--- config.mk ---
export PLATFORM = sky130hd
export DESIGN_NAME = source_byte_tokenizer_unit
export DESIGN_NICKNAME = d
export VERILOG_FILES = /design/src/rtl/sbt_pkg.sv /design/src/rtl/sbt_front.sv /design/src/rtl/sbt_fifo.sv /design/src/rtl/sbt_back.sv /design/src/rtl/source_byte_tokenizer_unit.sv
export SDC_FILE = /design/constraint.sdc
export NUM_CORES = 1
export LEC_CHECK = 0
export ABC_AREA = 1
export BUFFER_PORTS_ARGS = -buffer_cell sky130_fd_sc_hd__buf_2
export CAP_MARGIN = 25
export CORE_MARGIN = 3
export CORE_UTILIZATION = 49
export CTS_CLUSTER_SIZE = 25
export DETAILED_ROUTE_END_ITERATION = 7
export GPL_ROUTABILITY_DRIVEN = 0
export PLACE_DENSITY_LB_ADDON = 0.25
export RECOVER_POWER = 50
export SLEW_MARGIN = 30
export SYNTH_ARGS = -nofsm -noshare
export SYNTH_HDL_FRONTEND = slang
export SYNTH_HIERARCHICAL = 1
export SYNTH_SLANG_ARGS = --single-unit
--- constraint.sdc ---
create_clock -name clk -period 6.7 [get_ports clk]
set_clock_uncertainty 0.15 [all_clocks]
set_input_delay 0.67 -clock clk [delete_from_list [all_inputs] [get_ports clk]]
set_output_delay 0.67 -clock clk [all_outputs]
set_load 0.005 [all_outputs]
--- src/rtl/sbt_pkg.sv ---
// Shared types, character codes and helper functions of the source byte tokenizer.
package sbt_pkg;

  localparam int unsigned POS_W   = 21;
  localparam int unsigned LEN_W   = 8;
  localparam int unsigned KIND_W  = 4;
  localparam int unsigned ERR_W   = 3;
  localparam int unsigned OLEN_W  = 7;

  localparam logic [POS_W-1:0]  POS_ONE   = 21'd1;
  localparam logic [POS_W-1:0]  POS_LIMIT = 21'd1048577;
  localparam logic [LEN_W-1:0]  MAX_TOKEN = 8'd128;
  localparam logic [LEN_W-1:0]  LEN_CAP   = 8'd127;

  localparam logic [7:0] CH_NUL    = 8'h00;
  localparam logic [7:0] CH_TAB    = 8'h09;
  localparam logic [7:0] CH_NL     = 8'h0A;
  localparam logic [7:0] CH_CR     = 8'h0D;
  localparam logic [7:0] CH_SPACE  = 8'h20;
  localparam logic [7:0] CH_DQUOTE = 8'h22;
  localparam logic [7:0] CH_HASH   = 8'h23;
  localparam logic [7:0] CH_SQUOTE = 8'h27;
  localparam logic [7:0] CH_LPAREN = 8'h28;
  localparam logic [7:0] CH_RPAREN = 8'h29;
  localparam logic [7:0] CH_COMMA  = 8'h2C;
  localparam logic [7:0] CH_MINUS  = 8'h2D;
  localparam logic [7:0] CH_DOT    = 8'h2E;
  localparam logic [7:0] CH_0      = 8'h30;
  localparam logic [7:0] CH_9      = 8'h39;
  localparam logic [7:0] CH_COLON  = 8'h3A;
  localparam logic [7:0] CH_EQUAL  = 8'h3D;
  localparam logic [7:0] CH_GT     = 8'h3E;
  localparam logic [7:0] CH_UA     = 8'h41;
  localparam logic [7:0] CH_UZ     = 8'h5A;
  localparam logic [7:0] CH_BSLASH = 8'h5C;
  localparam logic [7:0] CH_USCORE = 8'h5F;
  localparam logic [7:0] CH_LA     = 8'h61;
  localparam logic [7:0] CH_LZ     = 8'h7A;
  localparam logic [7:0] CH_LBRACE = 8'h7B;
  localparam logic [7:0] CH_RBRACE = 8'h7D;

  localparam logic [KIND_W-1:0] KIND_EOF    = 4'd0;
  localparam logic [KIND_W-1:0] KIND_IDENT  = 4'd1;
  localparam logic [KIND_W-1:0] KIND_INT    = 4'd2;
  localparam logic [KIND_W-1:0] KIND_STRING = 4'd3;
  localparam logic [KIND_W-1:0] KIND_LPAREN = 4'd4;
  localparam logic [KIND_W-1:0] KIND_RPAREN = 4'd5;
  localparam logic [KIND_W-1:0] KIND_LBRACE = 4'd6;
  localparam logic [KIND_W-1:0] KIND_RBRACE = 4'd7;
  localparam logic [KIND_W-1:0] KIND_COLON  = 4'd8;
  localparam logic [KIND_W-1:0] KIND_COMMA  = 4'd9;
  localparam logic [KIND_W-1:0] KIND_EQUAL  = 4'd10;
  localparam logic [KIND_W-1:0] KIND_DOT    = 4'd11;
  localparam logic [KIND_W-1:0] KIND_ARROW  = 4'd12;

  localparam logic [ERR_W-1:0] ERR_NONE     = 3'd0;
  localparam logic [ERR_W-1:0] ERR_TOO_LONG = 3'd1;
  localparam logic [ERR_W-1:0] ERR_NEWLINE  = 3'd2;
  localparam logic [ERR_W-1:0] ERR_ESCAPE   = 3'd3;
  localparam logic [ERR_W-1:0] ERR_UNTERM   = 3'd4;
  localparam logic [ERR_W-1:0] ERR_CHAR     = 3'd5;

  typedef struct packed {
    logic              is_zero;
    logic              is_space;
    logic              is_nl;
    logic              is_alpha;
    logic              is_digit;
    logic              is_hash;
    logic              is_minus;
    logic              is_gt;
    logic              is_dquote;
    logic              is_squote;
    logic              is_bslash;
    logic [KIND_W-1:0] punct;
  } class_t;

  typedef struct packed {
    logic [7:0] ch;
    class_t     cls;
  } word_t;

  typedef struct packed {
    logic [KIND_W-1:0] kind;
    logic [ERR_W-1:0]  error;
    logic [POS_W-1:0]  start_line;
    logic [POS_W-1:0]  start_column;
    logic [OLEN_W-1:0] length;
    logic [7:0]        bad_char;
    logic              last;
  } result_t;

  function automatic logic [KIND_W-1:0] punct_kind(input logic [7:0] c);
    logic [KIND_W-1:0] k;
    begin
      unique case (c)
        CH_LPAREN: k = KIND_LPAREN;
        CH_RPAREN: k = KIND_RPAREN;
        CH_LBRACE: k = KIND_LBRACE;
        CH_RBRACE: k = KIND_RBRACE;
        CH_COLON:  k = KIND_COLON;
        CH_COMMA:  k = KIND_COMMA;
        CH_EQUAL:  k = KIND_EQUAL;
        CH_DOT:    k = KIND_DOT;
        default:   k = KIND_EOF;
      endcase
      return k;
    end
  endfunction

  function automatic logic [OLEN_W-1:0] out_len(input logic [LEN_W-1:0] len);
    return (len > LEN_CAP) ? LEN_CAP[OLEN_W-1:0] : len[OLEN_W-1:0];
  endfunction

endpackage

--- src/rtl/sbt_front.sv ---
// Input side: accepts source bytes and classifies each one for the token engine.
module sbt_front (
  input  logic          in_valid,
  output logic          in_stall,
  input  logic [7:0]    in_ch,
  input  logic          q_full,
  output logic          q_push,
  output sbt_pkg::word_t q_word
);
  import sbt_pkg::*;

  class_t cls;

  always_comb begin
    cls.is_zero   = (in_ch == CH_NUL);
    cls.is_space  = (in_ch == CH_SPACE) || ((in_ch >= CH_TAB) && (in_ch <= CH_CR));
    cls.is_nl     = (in_ch == CH_NL);
    cls.is_alpha  = ((in_ch >= CH_LA) && (in_ch <= CH_LZ)) ||
                    ((in_ch >= CH_UA) && (in_ch <= CH_UZ)) || (in_ch == CH_USCORE);
    cls.is_digit  = (in_ch >= CH_0) && (in_ch <= CH_9);
    cls.is_hash   = (in_ch == CH_HASH);
    cls.is_minus  = (in_ch == CH_MINUS);
    cls.is_gt     = (in_ch == CH_GT);
    cls.is_dquote = (in_ch == CH_DQUOTE);
    cls.is_squote = (in_ch == CH_SQUOTE);
    cls.is_bslash = (in_ch == CH_BSLASH);
    cls.punct     = punct_kind(in_ch);
  end

  assign in_stall = q_full;
  assign q_push   = in_valid && !q_full;
  assign q_word   = '{ch: in_ch, cls: cls};

endmodule

--- src/rtl/sbt_fifo.sv ---
// Four-entry queue of classified bytes between the input side and the token engine.
module sbt_fifo (
  input  logic           clk,
  input  logic           rst_n,
  input  logic           push,
  input  sbt_pkg::word_t push_word,
  output logic           full,
  input  logic           pop,
  output logic           head_valid,
  output sbt_pkg::word_t head_word
);
  import sbt_pkg::*;

  localparam int unsigned DEPTH = 4;
  localparam int unsigned AW    = $clog2(DEPTH);

  word_t         mem_r [DEPTH];
  logic [AW-1:0] wr_ptr_r, wr_ptr_nxt;
  logic [AW-1:0] rd_ptr_r, rd_ptr_nxt;
  logic [AW:0]   count_r, count_nxt;
  logic          do_pop;

  assign full       = (count_r == (AW+1)'(DEPTH));
  assign head_valid = (count_r != '0);
  assign head_word  = mem_r[rd_ptr_r];
  assign do_pop     = pop && head_valid;

  always_comb begin
    wr_ptr_nxt = push ? wr_ptr_r + 1'b1 : wr_ptr_r;
    rd_ptr_nxt = do_pop ? rd_ptr_r + 1'b1 : rd_ptr_r;
    count_nxt  = count_r + (AW+1)'(push) - (AW+1)'(do_pop);
  end

  always_ff @(posedge clk) begin
    if (push) begin
      mem_r[wr_ptr_r] <= push_word;
    end
  end

  always_ff @(posedge clk) begin
    if (!rst_n) begin
      wr_ptr_r <= '0;
      rd_ptr_r <= '0;
      count_r  <= '0;
    end else begin
      wr_ptr_r <= wr_ptr_nxt;
      rd_ptr_r <= rd_ptr_nxt;
      count_r  <= count_nxt;
    end
  end

endmodule

--- src/rtl/sbt_back.sv ---
// Token engine: scanner state machine, position tracking and the result registers.
module sbt_back (
  input  logic                         clk,
  input  logic                         rst_n,
  input  logic                         head_valid,
  input  sbt_pkg::word_t               head_word,
  output logic                         pop,
  output logic                         out_valid,
  input  logic                         out_stall,
  output sbt_pkg::result_t             out_res
);
  import sbt_pkg::*;

  localparam logic [3:0] MODE_IDLE    = 4'd0;
  localparam logic [3:0] MODE_COMMENT = 4'd1;
  localparam logic [3:0] MODE_IDENT   = 4'd2;
  localparam logic [3:0] MODE_INT     = 4'd3;
  localparam logic [3:0] MODE_MINUS   = 4'd4;
  localparam logic [3:0] MODE_STRING  = 4'd5;
  localparam logic [3:0] MODE_ESCAPE  = 4'd6;
  localparam logic [3:0] MODE_DONE    = 4'd7;
  localparam logic [3:0] MODE_FAILED  = 4'd8;

  logic [3:0]       mode_r, mode_nxt;
  logic             qs_r, qs_nxt;
  logic [POS_W-1:0] cl_r, cl_nxt, cc_r, cc_nxt, tl_r, tl_nxt, tc_r, tc_nxt;
  logic [LEN_W-1:0] len_r, len_nxt;
  logic             out_valid_r, pend_valid_r;
  result_t          out_r, pend_r;
  result_t          rs [2];
  logic [1:0]       cnt;
  logic             out_free, take, do_idle;
  logic [7:0]       c;
  class_t           k;

  assign out_free  = !out_valid_r || !out_stall;
  assign take      = head_valid && !pend_valid_r && out_free;
  assign pop       = take;
  assign out_valid = out_valid_r;
  assign out_res   = out_r;
  assign c         = head_word.ch;
  assign k         = head_word.cls;

  always_comb begin
    mode_nxt = mode_r;
    qs_nxt   = qs_r;
    cl_nxt   = cl_r;
    cc_nxt   = cc_r;
    tl_nxt   = tl_r;
    tc_nxt   = tc_r;
    len_nxt  = len_r;
    rs[0]    = '0;
    rs[1]    = '0;
    cnt      = 2'd0;
    do_idle  = 1'b0;

    unique case (mode_r) inside
      MODE_IDLE: begin
        do_idle = 1'b1;
      end
      MODE_COMMENT: begin
        if (k.is_zero || k.is_nl) begin
          mode_nxt = MODE_IDLE;
          do_idle  = 1'b1;
        end else if (cc_nxt < POS_LIMIT) begin
          cc_nxt = cc_nxt + POS_ONE;
        end
      end
      MODE_IDENT, MODE_INT: begin
        if (k.is_digit || ((mode_r == MODE_IDENT) && k.is_alpha)) begin
          if (len_nxt < MAX_TOKEN) len_nxt = len_nxt + 1'b1;
          if (cc_nxt < POS_LIMIT) cc_nxt = cc_nxt + POS_ONE;
        end else begin
          rs[0].kind         = (mode_r == MODE_IDENT) ? KIND_IDENT : KIND_INT;
          rs[0].start_line   = tl_nxt;
          rs[0].start_column = tc_nxt;
          rs[0].length       = out_len(len_nxt);
          cnt                = 2'd1;
          if (len_nxt >= MAX_TOKEN) begin
            rs[0].error = ERR_TOO_LONG;
            mode_nxt    = MODE_FAILED;
          end else begin
            mode_nxt = MODE_IDLE;
            do_idle  = 1'b1;
          end
        end
      end
      MODE_MINUS: begin
        if (k.is_digit || k.is_gt) begin
          if (len_nxt < MAX_TOKEN) len_nxt = len_nxt + 1'b1;
          if (cc_nxt < POS_LIMIT) cc_nxt = cc_nxt + POS_ONE;
          if (k.is_digit) begin
            mode_nxt = MODE_INT;
          end else begin
            mode_nxt           = MODE_IDLE;
            rs[0].kind         = KIND_ARROW;
            rs[0].start_line   = tl_nxt;
            rs[0].start_column = tc_nxt;
            rs[0].length       = out_len(len_nxt);
            cnt                = 2'd1;
          end
        end else begin
          len_nxt            = LEN_W'(1);
          mode_nxt           = MODE_FAILED;
          rs[0].kind         = KIND_EOF;
          rs[0].error        = ERR_CHAR;
          rs[0].bad_char     = CH_MINUS;
          rs[0].start_line   = tl_nxt;
          rs[0].start_column = tc_nxt;
          rs[0].length       = out_len(len_nxt);
          cnt                = 2'd1;
        end
      end
      MODE_STRING, MODE_ESCAPE: begin
        rs[0].kind         = KIND_STRING;
        rs[0].start_line   = tl_nxt;
        rs[0].start_column = tc_nxt;
        rs[0].length       = out_len(len_nxt);
        if (k.is_zero || k.is_nl) begin
          mode_nxt = MODE_FAILED;
          cnt      = 2'd1;
          if (mode_r == MODE_ESCAPE) rs[0].error = ERR_ESCAPE;
          else if (k.is_zero)        rs[0].error = ERR_UNTERM;
          else                       rs[0].error = ERR_NEWLINE;
        end else begin
          if (len_nxt < MAX_TOKEN) len_nxt = len_nxt + 1'b1;
          if (cc_nxt < POS_LIMIT) cc_nxt = cc_nxt + POS_ONE;
          rs[0].length = out_len(len_nxt);
          if (mode_r == MODE_ESCAPE) begin
            mode_nxt = MODE_STRING;
          end else if (k.is_bslash) begin
            mode_nxt = MODE_ESCAPE;
          end else if ((qs_r && k.is_squote) || (!qs_r && k.is_dquote)) begin
            cnt = 2'd1;
            if (len_nxt >= MAX_TOKEN) begin
              rs[0].error = ERR_TOO_LONG;
              mode_nxt    = MODE_FAILED;
            end else begin
              mode_nxt = MODE_IDLE;
            end
          end
        end
      end
      default: begin
      end
    endcase

    if (do_idle) begin
      rs[cnt[0]]     = '0;
      if (k.is_zero) begin
        tl_nxt                    = cl_nxt;
        tc_nxt                    = cc_nxt;
        len_nxt                   = '0;
        mode_nxt                  = MODE_DONE;
        rs[cnt[0]].kind           = KIND_EOF;
        rs[cnt[0]].start_line     = tl_nxt;
        rs[cnt[0]].start_column   = tc_nxt;
        cnt                       = cnt + 2'd1;
      end else if (k.is_space || k.is_hash) begin
        if (k.is_hash) mode_nxt = MODE_COMMENT;
        if (k.is_nl) begin
          if (cl_nxt < POS_LIMIT) cl_nxt = cl_nxt + POS_ONE;
          cc_nxt = POS_ONE;
        end else if (cc_nxt < POS_LIMIT) begin
          cc_nxt = cc_nxt + POS_ONE;
        end
      end else begin
        tl_nxt  = cl_nxt;
        tc_nxt  = cc_nxt;
        len_nxt = LEN_W'(1);
        if (cc_nxt < POS_LIMIT) cc_nxt = cc_nxt + POS_ONE;
        rs[cnt[0]].start_line   = tl_nxt;
        rs[cnt[0]].start_column = tc_nxt;
        rs[cnt[0]].length       = out_len(len_nxt);
        if (k.is_alpha) begin
          mode_nxt = MODE_IDENT;
        end else if (k.is_digit) begin
          mode_nxt = MODE_INT;
        end else if (k.is_minus) begin
          mode_nxt = MODE_MINUS;
        end else if (k.is_dquote || k.is_squote) begin
          qs_nxt   = k.is_squote;
          mode_nxt = MODE_STRING;
        end else if (k.punct != KIND_EOF) begin
          rs[cnt[0]].kind = k.punct;
          cnt             = cnt + 2'd1;
        end else begin
          rs[cnt[0]].error    = ERR_CHAR;
          rs[cnt[0]].bad_char = c;
          mode_nxt            = MODE_FAILED;
          cnt                 = cnt + 2'd1;
        end
      end
    end

    if (cnt == 2'd1) rs[0].last = 1'b1;
    if (cnt == 2'd2) rs[1].last = 1'b1;
  end

  always_ff @(posedge clk) begin
    if (!rst_n) begin
      mode_r <= MODE_IDLE;
      qs_r   <= 1'b0;
      cl_r   <= POS_ONE;
      cc_r   <= POS_ONE;
      tl_r   <= POS_ONE;
      tc_r   <= POS_ONE;
      len_r  <= '0;
    end else if (take) begin
      mode_r <= mode_nxt;
      qs_r   <= qs_nxt;
      cl_r   <= cl_nxt;
      cc_r   <= cc_nxt;
      tl_r   <= tl_nxt;
      tc_r   <= tc_nxt;
      len_r  <= len_nxt;
    end
  end

  always_ff @(posedge clk) begin
    if (!rst_n) begin
      out_valid_r  <= 1'b0;
      pend_valid_r <= 1'b0;
    end else if (out_free) begin
      if (pend_valid_r) begin
        out_valid_r  <= 1'b1;
        pend_valid_r <= 1'b0;
      end else if (take && (cnt != 2'd0)) begin
        out_valid_r  <= 1'b1;
        pend_valid_r <= (cnt == 2'd2);
      end else begin
        out_valid_r <= 1'b0;
      end
    end
  end

  always_ff @(posedge clk) begin
    if (out_free) begin
      if (pend_valid_r) begin
        out_r <= pend_r;
      end else if (take && (cnt != 2'd0)) begin
        out_r  <= rs[0];
        pend_r <= rs[1];
      end
    end
  end

endmodule

--- src/rtl/source_byte_tokenizer_unit.sv ---
// Top level of the source byte tokenizer: input classifier, byte queue and token engine.
//
//   Channel | Direction | Ports
//   --------+-----------+-----------------------------------------------------------
//   in      | sink      | in_valid, in_stall, in_ch
//   out     | source    | out_valid, out_stall, out_kind, out_error, out_start_line,
//           |           | out_start_column, out_length, out_bad_char, out_last
//
// One byte is taken per cycle while the output is free; a byte with two result words
// stalls the next, as one result word per free cycle enters the output register.
// A four-entry queue sits between the classifier and the token engine.
// Reset is synchronous; no clearing pass follows.
// A stalled output holds its word, and the input stalls only when the queue is full.
module source_byte_tokenizer_unit (
  input  logic                        clk,
  input  logic                        rst_n,
  input  logic                        in_valid,
  output logic                        in_stall,
  input  logic [7:0]                  in_ch,
  output logic                        out_valid,
  input  logic                        out_stall,
  output logic [sbt_pkg::KIND_W-1:0]  out_kind,
  output logic [sbt_pkg::ERR_W-1:0]   out_error,
  output logic [sbt_pkg::POS_W-1:0]   out_start_line,
  output logic [sbt_pkg::POS_W-1:0]   out_start_column,
  output logic [sbt_pkg::OLEN_W-1:0]  out_length,
  output logic [7:0]                  out_bad_char,
  output logic                        out_last
);
  import sbt_pkg::*;

  logic    q_full, q_push, head_valid, pop;
  word_t   q_word, head_word;
  result_t res;

  sbt_front u_front (
    .in_valid (in_valid),
    .in_stall (in_stall),
    .in_ch    (in_ch),
    .q_full   (q_full),
    .q_push   (q_push),
    .q_word   (q_word)
  );

  sbt_fifo u_fifo (
    .clk        (clk),
    .rst_n      (rst_n),
    .push       (q_push),
    .push_word  (q_word),
    .full       (q_full),
    .pop        (pop),
    .head_valid (head_valid),
    .head_word  (head_word)
  );

  sbt_back u_back (
    .clk        (clk),
    .rst_n      (rst_n),
    .head_valid (head_valid),
    .head_word  (head_word),
    .pop        (pop),
    .out_valid  (out_valid),
    .out_stall  (out_stall),
    .out_res    (res)
  );

  assign out_kind         = res.kind;
  assign out_error        = res.error;
  assign out_start_line   = res.start_line;
  assign out_start_column = res.start_column;
  assign out_length       = res.length;
  assign out_bad_char     = res.bad_char;
  assign out_last         = res.last;

endmodule

; After elaboration in Yosys (flattened, before gate mapping)
; Memories as Yosys holds them, arrays and structs flattened. A register that Yosys moved wholly into a read port is not among the register bits.
; Index checks and enable logic that the tools add are counted.
[word_totals]
register_bits = 236
ram_bits = 92
memories = 1
wordCells = 263
[mem_list]
columns = name, words, word_bits, rd, rd_ports_with_merged_regs, write_ports, line
row1 = u_fifo.mem_r, 4, 23, 1, 1, 1, sbt_fifo.sv:17  ; word_t mem_r [DEPTH];
[classes]
order_cmp = 19
n_reduce_logical = 42
bitwise_logic = 9
n_eq_ne = 27
muxes = 130
addsub = 9
[op_table]
columns = operator, count
row1 = 130-bit bitwise mux, 9
row2 = 130-bit 2-to-1 mux, 8
row3 = 65-bit demux with 1-bit select, 7
row4 = 21-bit 2-to-1 mux, 13
row5 = 65-bit 2-to-1 mux, 4
row6 = 56-bit one-hot mux with 3 select lines, 1
row7 = 130-bit AND, 1
row8 = 130-bit NOT, 1
row9 = 49-bit 2-to-1 mux, 2
row10 = "8-bit by 6-bit == test with 1-bit output, second input constant", 12
row11 = 8-bit 2-to-1 mux, 11
row12 = 4-bit 2-to-1 mux, 20
row13 = "21-bit by 1-bit adder with 21-bit output, second input constant", 3
row14 = "21-bit < comparator, second input constant", 3
row15 = 21-bit one-hot mux with 3 select lines, 1
row16 = 61-bit 2-to-1 mux, 1
row17 = 58-bit 2-to-1 mux, 1
row18 = 56-bit 2-to-1 mux, 1
row19 = 37-bit 2-to-1 mux, 1
row20 = "8-bit by 7-bit == test with 1-bit output, second input constant", 4
row21 = 4-bit one-hot mux with 8 select lines, 1
row22 = 2-bit 2-to-1 mux, 15
row23 = 7-bit 2-to-1 mux, 4
row24 = "8-bit by 7-bit > comparator with 1-bit output, second input constant", 3
row25 = other kinds (47), 109

; Logic depth before layout (Yosys ltp)
[depth]
depth_word = 31
depth_mapped = 27
mapped_depth_nobuf = 24

; Hierarchy
; Netlist, hierarchy kept.
[modules_own_cells]
columns = mod, n_inst, seq_area_each_um2, area_each_um2, cells_each
row1 = sbt_back, 1, 5645.4, 11835.1, 1526
row2 = sbt_fifo, 1, 2942.8, 4199.0, 283
row3 = sbt_front, 1, 0.0, 416.6, 88

; Least setup slack after synthesis
; No wires, ideal clock.
[synth_timing]
kind = register to register
start = register with a tool-made name
end = register u_back.out_r (netlist bit u_back/out_res[0]), enable pin
slack_ns = 0.234
path_stages_with_launch = 19
arrival_ns = 5.807
t_required_ns = 6.040
cell_sequence = dfxtp_1 buf_6 inv_12 buf_12 o21ai_2 o22ai_1 nor2_1 inv_1 o21ai_1 inv_1 nor2_1 inv_2 ha_1 a21oi_1 o21ai_0 nand2_1 o21ai_0 o21ai_0 a21oi_1
[synth_lines]
columns = element, line
row1 = to (signal assigned), sbt_back.sv:240  ; out_r <= pend_r;
row2 = to (signal assigned), sbt_back.sv:242  ; out_r <= rs[0];
row3 = to (decl), sbt_back.sv:29  ; result_t out_r, pend_r;

==> flow_summary_export.csv <==
group,metric,value,unit
detailed_routing,drc,1,
synthesis,yosysWarningCount,6,
detailed_routing,drt_iter0_drc,1337,
floorplanning,initial_utilization,0.502,
worst_hold_path,holdCritPathClass,"register to register",
timing,rsz0062_at_grt,"false",
setup_path,worstSetupPathType,"register to register",
power,finalPower,0.00855,W
final_layout,nNetsFinal,1970,
power,p_seq_frac,0.381,
place,io_buffers,78,
final_layout,fillers,2987,
clock_network,tritoncts,"built",
power,internal-power,0.00501,W
floorplanning,fp.dieH,189,um
clock_network,clk_pin_slew,60,ps
floorplanning,dieArea,35800,um2
timing,hold_viol,0,
timing,period_needed,6010,ps
synthesis,async_flop_share,0,
clock_network,cts_root_buf,"clkbuf_16",
clock_network,cts_buffers,36,
grt,first_global_vias,13100,
final_layout,antennaDiodeCount,0,
clock_network,cts-resized-gates,0,
clock_network,htreeDepth,2,
detailed_routing,routed_wl,41.6,mm
timing,setup_tns,0,ps
power,power_frac_clock,0.229,
power,leakagePower,6.91,nW
floorplanning,num_io_pins,79,
timing,max_slew_margin,-0.184,
grt,grt_use_total,0.231,
power,ir_drop,0.262,mV
final_layout,area.growth.synth_to_final,9.99,%
run_status,violations,"design-rule violations, max-capacitance violations, max-slew violations",
setup_path,cp.arrival,6000,ps
detailed_routing,vias,13600,
grt,antenna_found_initial,0,
detailed_routing,antenna_left,0,
power,combPwrFrac,0.390,
power,powerDensity,472,nW/um2
floorplanning,die_w,189,um
timing,tightestPinTransition,1780,ps
detailed_routing,wl_per_cell,17.3,um
timing,max_freq,0.166,GHz
detailed_routing,drt-vias-per-instance,5.66,
timing,finalCritPeriodShare,0.897,
place,dp_hpwl,27.8,mm
floorplanning,design.core.area,32800,um2
synthesis,yosysSeqAreaShare,0.522,
grt,gr-total-overflow,0,
grt,grt_pass1_wl,67.6,mm
setup_path,path_max_fanout,53,
synthesis,avgSynthCellArea,8.67,um2
final_layout,drive_above_1_share,0.120,
synthesis,syn_nets,1922,
synthesis,synth_area,16500,um2
floorplanning,num_rows,66,
clock_network,cts_sinks,322,
final_layout,utilization,0.552,
clock_network,holdBufCountCts,0,
power,power_switching,0.00353,W
timing,whs,337,ps
setup_path,end_kind,"register",
synthesis,synth_ff_type,"edfxtp_1",
final_layout,seq_area,8590,um2
timing,setup-violations-final,0,
final_layout,stdcell_count,2410,
synthesis,ys_seq_elements,322,
clock_network,clockBufferDepth,3,
synthesis,ys_types,57,
clock_network,postCtsSetupBuffers,0,
setup_path,worstPathRequired,6690,ps
timing,slew_violations,33,
job,drv_cap,1,
synthesis,synthCells,1897,
run_status,status,"complete, but fails checks",
place,dp.cells,2349,
synthesis,synth_edf_count,214,
final_layout,multi_input_comb_area,6550,um2
grt,grt_max_degree,66,
setup_path,start_kind,"register",
power,swShare,0.413,
clock_network,clk_latency,520,ps
detailed_routing,drt_pass1_iterations,8,
[cells in the final DEF (no fill, tap or decap), types with 3 or more instances in the layout]
| master | count |
|---|---|
| a211oi_1 | 7 |
| o22ai_2 | 15 |
| nor4_1 | 12 |
| nand2_1 | 304 |
| buf_2 | 37 |
| nand3_2 | 3 |
| o211ai_1 | 12 |
| nand2_2 | 23 |
| nand4_1 | 35 |
| nor3_1 | 31 |
| clkinv_1 | 8 |
| o21ai_0 | 118 |
| o21ai_2 | 15 |
| nand3_1 | 110 |
| bufinv_16 | 5 |
| inv_2 | 14 |
| o221ai_1 | 4 |
| clkinv_4 | 3 |
| clkbuf_16 | 36 |
| nand3b_1 | 4 |
| dfxtp_1 | 107 |
| clkbuf_1 | 50 |
| a21oi_1 | 198 |
| inv_1 | 186 |
| nand4_2 | 3 |
| edfxtp_1 | 214 |
| o22ai_1 | 14 |
| o21ai_1 | 11 |
| nor2_1 | 255 |
| a31oi_1 | 11 |
| nand4_4 | 3 |
| xor2_1 | 11 |
| nor2_2 | 37 |
| buf_4 | 15 |
| nand2_4 | 4 |
| nor2_4 | 10 |
| ha_1 | 12 |
[synthesized netlist by cell type (4+ instances only)]
cell type	instances	area (um2)
ha_1	12	150
buf_4	14	105
nand2_2	28	175
a21oi_1	199	996
buf_2	5	25.0
nand2_4	4	45.0
nor4_1	12	75.1
nand4_1	35	219
o21ai_0	115	576
o21ai_2	17	149
edfxtp_1	214	6430
a211oi_1	7	52.6
o221ai_1	4	35.0
nor2_4	9	101
xor2_1	11	96.3
nor2_2	36	225
o211ai_1	12	90.1
nand2_1	299	1120
o22ai_1	13	81.3
inv_2	16	60.1
nor3_1	30	150
o21ai_1	12	60.1
clkbuf_1	50	188
buf_12	5	100
inv_1	184	691
nand3_1	110	551
nand3b_1	4	30.0
nor2_1	257	965
a31oi_1	11	68.8
o22ai_2	16	200
dfxtp_1	108	2160
[kinds of logic (layout without fill, tap and decap cells)]
family          count (synthesis)  after routing  synth area share
simple gates                  842            842             0.235
compound gates                419            419             0.147
flops                         322            322             0.522
buf+inv                       290            361            0.0794
fa+ha+maj                      13             13            0.0103
xor+xnor                       11             11           0.00586
[stage by stage]
stage               setup WS [ps]  area [um2]
CTS                          1070       18200
floorplan                     234       16500
detailed placement           1100       17000
global route                  318       18100
global placement             1300       17000
finish                        690       18100
[layout make-up]
class / count / share of cell area
clock buffers: 43 / 0.0512
repair buffers: 96 / 0.0256
multi-input cells: 1285 / 0.362
well taps: 442 / 0.0306
flip-flops and latches: 322 / 0.475
inverters: 204 / 0.0430
clock inverters: 18 / 0.0131
[critical path: stages (launching register included)]
cell	delay, ps
dfxtp_1	920
inv_12	250
o21ai_0	260
o22ai_1	100
buf_4	210
nor2_1	350
inv_1	150
o21ai_0	240
inv_1	60
nor2_1	390
inv_1	240
ha_1	350
a21oi_1	60
o21ai_0	80
nand2_1	70
o21ai_0	130
o21ai_0	280
a21oi_4	600
buf_4	640
[flip-flops by register name, indices dropped and copies added, names as in the netlist, named ones only]
signal               count
u_fifo/mem_r            92
u_back/out_res          65
u_back/pend_r           57
u_back/cc_r             21
u_back/cl_r             21
u_back/tc_r             21
u_back/tl_r             21
u_back/len_r             8
u_back/mode_r            4
u_fifo/count_r           3
u_fifo/rd_ptr_r          2
u_fifo/wr_ptr_r          2
u_back/out_valid         1
u_back/pend_valid_r      1
u_back/qs_r              1
[routing by layer]
| metal | track usage | wire [um] | part of all wire |
|---|---|---|---|
| met4 | 0.0904 | 1580 | 0.038 |
| met2 | 0.390 | 19500 | 0.47 |
| met5 | 0 | 0 | 0 |
| met1 | 0.305 | 17600 | 0.42 |
| met3 | 0.0304 | 2940 | 0.071 |
[worst paths after layout]
kind | start | cells past startpoint | end | slack, ps
worst max-delay path | register | 18 | u_back/out_res[60]$_DFFE_PP_ | 690
worst min-delay path | u_back/tl_r[0]$_SDFFE_PN1P_ | 2 | u_back/tl_r[0]$_SDFFE_PN1P_ | 340
worst max register to register | register | 18 | u_back/out_res[60]$_DFFE_PP_ | 690
worst min register to register | u_back/tl_r[0]$_SDFFE_PN1P_ | 2 | u_back/tl_r[0]$_SDFFE_PN1P_ | 340
[power groups by stage]
| stage | logic (W) | clock network [W] | registers (W) |
|---|---|---|---|
| 2_1_floorplan | 0.00237 | 0 | 0.00328 |
| 3_3_place_gp | 0.00327 | 0 | 0.00328 |
| 3_5_place_dp | 0.00334 | 0 | 0.00329 |
| 4_1_cts | 0.00335 | 0.00200 | 0.00325 |
| 5_1_grt | 0.00369 | 0.00207 | 0.00332 |
| 6_report | 0.00334 | 0.00196 | 0.00326 |
Power figures use the tool's default switching activity.
